--- src/rtl/fed_pkg.sv ---
// Shared constants and types of the damped feedback echo.
`default_nettype none

package fed_pkg;

  // Defaults of the top-level parameters.
  localparam int DELAY_DEPTH_DEF = 65536;
  localparam int SAMPLE_BITS_DEF = 24;

  // Configuration port.
  localparam int CFG_W     = 16;
  localparam int CFG_IDX_W = 2;

  localparam logic [CFG_IDX_W-1:0] REG_DELAY = 2'd0;
  localparam logic [CFG_IDX_W-1:0] REG_GAIN  = 2'd1;
  localparam logic [CFG_IDX_W-1:0] REG_DAMP  = 2'd2;

  localparam logic [CFG_W-1:0] DELAY_RST = 16'd11025;
  localparam logic [CFG_W-1:0] GAIN_RST  = 16'd16384;
  localparam logic [CFG_W-1:0] DAMP_RST  = 16'd32768;

  // Unity in Q1.15.
  localparam logic [CFG_W-1:0] ONE_Q15 = 16'd32768;

  // Feedback modulation width.
  localparam int MOD_W = 16;

  // Shared multiplier: signed operands, full-width product.
  localparam int MUL_W  = 33;
  localparam int PROD_W = 2 * MUL_W;

  // Rounding shifts of the gain term and of the low-pass.
  localparam int GAIN_SHIFT = 30;
  localparam int LP_SHIFT   = 15;

  typedef struct packed {
    logic                    en;
    logic signed [MUL_W-1:0] a;
    logic signed [MUL_W-1:0] b;
  } mul_req_t;

endpackage

`default_nettype wire

--- src/rtl/fed_mul.sv ---
// Shared signed multiplier with a registered product.
`default_nettype none

module fed_mul (
  input  logic                               clk,
  input  fed_pkg::mul_req_t                  req,
  output logic signed [fed_pkg::PROD_W-1:0]  p_r
);
  import fed_pkg::*;

  // The product holds while no request is issued.
  always_ff @(posedge clk) begin
    if (req.en) begin
      p_r <= req.a * req.b;
    end
  end

endmodule

`default_nettype wire

--- config.mk ---
export PLATFORM = sky130hd
export DESIGN_NAME = fed_mul
export DESIGN_NICKNAME = d
export VERILOG_FILES = /design/src/rtl/fed_pkg.sv /design/src/rtl/fed_mul.sv
export SDC_FILE = /design/constraint.sdc
export NUM_CORES = 2
export LEC_CHECK = 0
export BUFFER_PORTS_ARGS = -buffer_cell sky130_fd_sc_hd__buf_2
export CAP_MARGIN = 10
export CORE_ASPECT_RATIO = 0.9
export CORE_MARGIN = 2
export CORE_UTILIZATION = 30
export CTS_CLUSTER_DIAMETER = 40
export CTS_CLUSTER_SIZE = 20
export DETAILED_ROUTE_END_ITERATION = 16
export GPL_TIMING_DRIVEN = 1
export HOLD_SLACK_MARGIN = 0.15
export PLACE_DENSITY = 0.54
export SYNTH_ARGS = -nofsm -noshare
export SYNTH_HDL_FRONTEND = slang
export SYNTH_SLANG_ARGS = --single-unit
--- constraint.sdc ---
create_clock -name clk -period 11.8 [get_ports clk]
set_input_delay 1.18 -clock clk [delete_from_list [all_inputs] [get_ports clk]]
set_output_delay 1.18 -clock clk [all_outputs]
set_load 0.01 [all_outputs]
---- Word-level counts from Yosys, hierarchy flattened ----
Index checks and enable logic that the tools add are counted.
word-level totals
  register bits ........................... 66
  memory bits (writable) .................. 0
  input bits .............................. 68
  output and inout bits ................... 66
  logic and storage cells ................. 2
  memories kept ........................... 0
  memory bits (read-only) ................. 0
  latch bits .............................. 0
operators by class
  add/sub/neg operators ................... 0
  eq/ne operators ......................... 0
  multiply operators ...................... 1
  reductions and logical operators ........ 0
  multiplexer cells ....................... 0
  bitwise logic cells ..................... 0
  shift-type cells ........................ 0
  magnitude comparators ................... 0
  div/mod/pow operators ................... 0
operators with widths
  operator                                        count
  33-bit by 33-bit multiplier with 66-bit output  1

---- Longest topological paths before layout ----
  depth in word-level cells ............... 1
  gate-level depth with buffers ........... 27
  mapped depth without buffers ............ 26

---- Least setup slack after synthesis ----
Ideal clock, no wire load.
  kind .................................... in2reg
  from .................................... input req[65] (netlist bit)
  to ...................................... register p_r[62] (netlist bit) (data pin)
  required time ........................... 11.531 ns
  path slack .............................. 3.255 ns
  buffers on the path ..................... 2
  cell stages on the path ................. 23
  arrival time ............................ 8.276 ns
  library setup time ...................... 0.269 ns
  cells stage by stage .................... clkbuf_1 > nand2_1 > inv_1 > fa_1 > fa_1 > fa_1 > fa_1 > fa_1 > fa_1 > fa_1 > inv_1 > fa_1 > inv_1 > ha_1 > clkbuf_1 > and3_1 > nand3_1 > nand2b_1 > a2111oi_4 > a211oi_4 > a21o_2 > a211oi_2 > a211oi_2
on the way
  cells in the longest elaborated chain, start to end .. 1
RTL lines
  what                                            RTL line       source
  start, declared                                 fed_mul.sv:6   input fed_pkg::mul_req_t req,
  33-bit by 33-bit multiplier with 66-bit output  fed_mul.sv:14  p_r <= req.a * req.b;
  end signal, assigned                            fed_mul.sv:14
  end, declared                                   fed_mul.sv:7   output logic signed [fed_pkg::PROD_W-1:0] p_r
No other way between the ends.
A chain may end at the register's enable or synchronous reset.

---- Worst setup path in the final report ----
  from .................................... input req[65] (netlist bit)
  to ...................................... register p_r[60] (netlist bit) (data pin)
Same word-level chain as after synthesis.

==> flow_summary.toml <==
[global_route]
grt.overflow.total = 0
grt_antenna_before_repair = 14
grt_max_degree = 67
grt_usage = 0.173
grt_pass1_vias = 31470
grt_pass1_wl_um = 186000

[die]
io_pins = 134
fp.coreArea_mm2 = 0.137
die_w_um = 396
initial_core_util = 0.302
die_area_mm2 = 0.141
die_h_um = 356
floorplan.rows = 129

[routing]
drtPass1Iterations = 6
wire_per_inst_um = 19.4
drc_errors = 0
wl_um = 119000
antenna_left = 0
drt_iter0_drc = 1563
vias = 28652
viasPerCell = 4.67

[final_layout]
final_cell_count_no_fill = 6130
fill_cells = 14390
largest_reg_flops = 66
regMostFlops = "p_r"
drive_gt1_frac = 0.0492
final_nets = 5717
area_growth_pct = 6.37
largestRegisters = "p_r (66)"

[clocking]
clockBufferDepth = 2
post_cts.repair.setup_buffers = 0
cts_tree = "yes"
htree_levels = 3
clk_transition_reported_paths_ns = 0.07
cts_root_buffer = "clkbuf_16"
cts_buffers = 9
ctsResizeCount = 0
cts_sinks = 66
cts_hold_buf = 0

[timing]
max_slew.worst_pin.slew_ns = 1.13
tns_ns = 0
min_period_ns = 9.67
timing_hold_violations_final = 0
rsz0062_at_grt = "false"
report.final.slew_viol_count = 0
fmax_mhz = 103
relSlewSlack = 0.243
finalCritPeriodShare = 0.819
final-setup-viol-count = 0

[worst_setup_path]
path_max_fanout = 33
cp_cell_sequence = "buf_2 > nand2_1 > inv_1 > fa_1 > fa_1 > fa_1 > fa_1 > fa_1 > fa_1 > fa_1 > inv_1 > fa_1 > inv_1 > ha_1 > nand4_1 > nor3_1 > o311ai_4 > nand3_2 > a31oi_1 > xnor2_1"
cp-start-kind = "primary input"
cp_slowest_cell = "fa_1"
cp.arrival_ns = 9.78
critPathMaxStageDelay_ns = 1.30
setup.worst_path.class = "in -> reg"
startpoint = "req[65]"
critPathCaptureType = "flop"
cp.required_ns = 11.91
cpMostUsedCell = "fa_1"

[logic_synthesis]
synth_area_leader_cell = "fa_1"
syn_area_per_cell_um2 = 9.54
synth-seq-cells = 66
syn_inst = 4338
ys_seq_area_frac = 0.0479
syn_area_mm2 = 0.0414
synth_edf_count = 66
yosys-top-cells-count = "fa_1, inv_1, and2_1"
synth_ff_type = "edfxtp_1"
synth_cell_types = 80
synthArstFlopShare = 0
yosysTopAreaCellShare = 0.554
yosysWarnings = 0
synth.top_cells.by_area = "fa_1, inv_1, and2_1"
synth.most_common_cell = "fa_1"
synth_nets = 5768

[place]
dp_hpwl_um = 98500
dp.cells = 6110
place_congestion = 0.918
port_buffers = 133

[run_status]
status = "finished clean"

[hold_path]
min_path_type = "in -> reg"
hp-start = "req[33]"

[run]
maxCapViolCount = 0
layout make-up:
type | instances | area, µm² | share of cell area
clock inverter | 7 | 93.8 | 0.00213
timing repair buffer | 159 | 863 | 0.0196
multi-input combinational | 2920 | 34300 | 0.779
tap | 1834 | 2290 | 0.0521
inverter | 1131 | 4250 | 0.0964
antenna | 4 | 10.0 | 0.000227
clock buffer | 9 | 225 | 0.00511
sequential | 66 | 1980 | 0.0450
logic make-up (layout without fill, tap and decap cells):
kind of cell,Yosys count,after routing,share of synthesized area
adder cells (fa/ha/maj),1362,1362,0.619
AO/OA/AOI/OAI,219,219,0.0400
other,0,4,0
flip-flops,66,66,0.0479
buffers and inverters,1352,1306,0.123
XOR/XNOR,68,68,0.0144
AND/OR/NAND/NOR,1271,1271,0.155
cells in the final DEF, fill, tap and decap left out, drive strengths merged, types with 3 or more instances in the layout:
cell / Yosys / layout
nor2b: 5 / 5
a21boi: 3 / 3
edfxtp: 66 / 66
nand2: 551 / 551
a211oi: 11 / 11
nor3: 7 / 7
buf: 13 / 159
fa: 1145 / 1145
ha: 217 / 217
and2: 563 / 563
nand3: 26 / 26
or3: 3 / 3
nand2b: 12 / 12
nor4: 3 / 3
xor2: 25 / 25
o21ai: 33 / 33
nand4: 12 / 12
clkbuf: 208 / 9
a21oi: 61 / 61
and3: 6 / 6
o31ai: 7 / 7
o21bai: 11 / 11
and4: 5 / 5
inv: 1131 / 1130
a21o: 38 / 38
a221oi: 3 / 3
o211ai: 5 / 5
diode: 0 / 4
a31oi: 9 / 9
o21a: 6 / 6
a211o: 6 / 6
or2: 3 / 3
clkinv: 0 / 5
xnor2: 43 / 43
nor2: 68 / 68
per-layer routing:
metal / wire length, µm / global-route usage / up-vias
li1: - / - / 12292
met1: 46800 / 0.214 / 15369
met2: 61600 / 0.310 / 798
met3: 5800 / 0.0223 / 185
met4: 4630 / 0.0605 / 8
met5: 184 / 0.00728 / -
critical path, delay by kind of cell:
family,cells,cell delay (ns)
AOI/OAI and AO/OA,2,0.44
xor gates and xnor gates,1,0.14
adders and majority gates,9,5.61
buffers and inverters,4,0.96
and+or+nand+nor,4,1.40
worst paths after layout:
check	to	cells after the start
worst min-delay path	p_r[0]	2
worst max-delay path	p_r[60]	20
metrics by stage:
stage / hold WS (ns) / setup WS, ns / util / area, µm²
CTS: 1.44 / 2.26 / 0.321 / 44000
detailed placement: 1.59 / 1.90 / 0.319 / 43700
floorplan: 1.29 / 3.25 / - / 41400
global placement: 1.59 / 2.01 / 0.319 / 43700
finish: 1.46 / 2.13 / 0.321 / 44000
global route: 1.44 / 1.78 / 0.321 / 44000
Power is not shown: default switching activity piles up to over one toggle a cycle in this logic, so the estimate is an artifact.
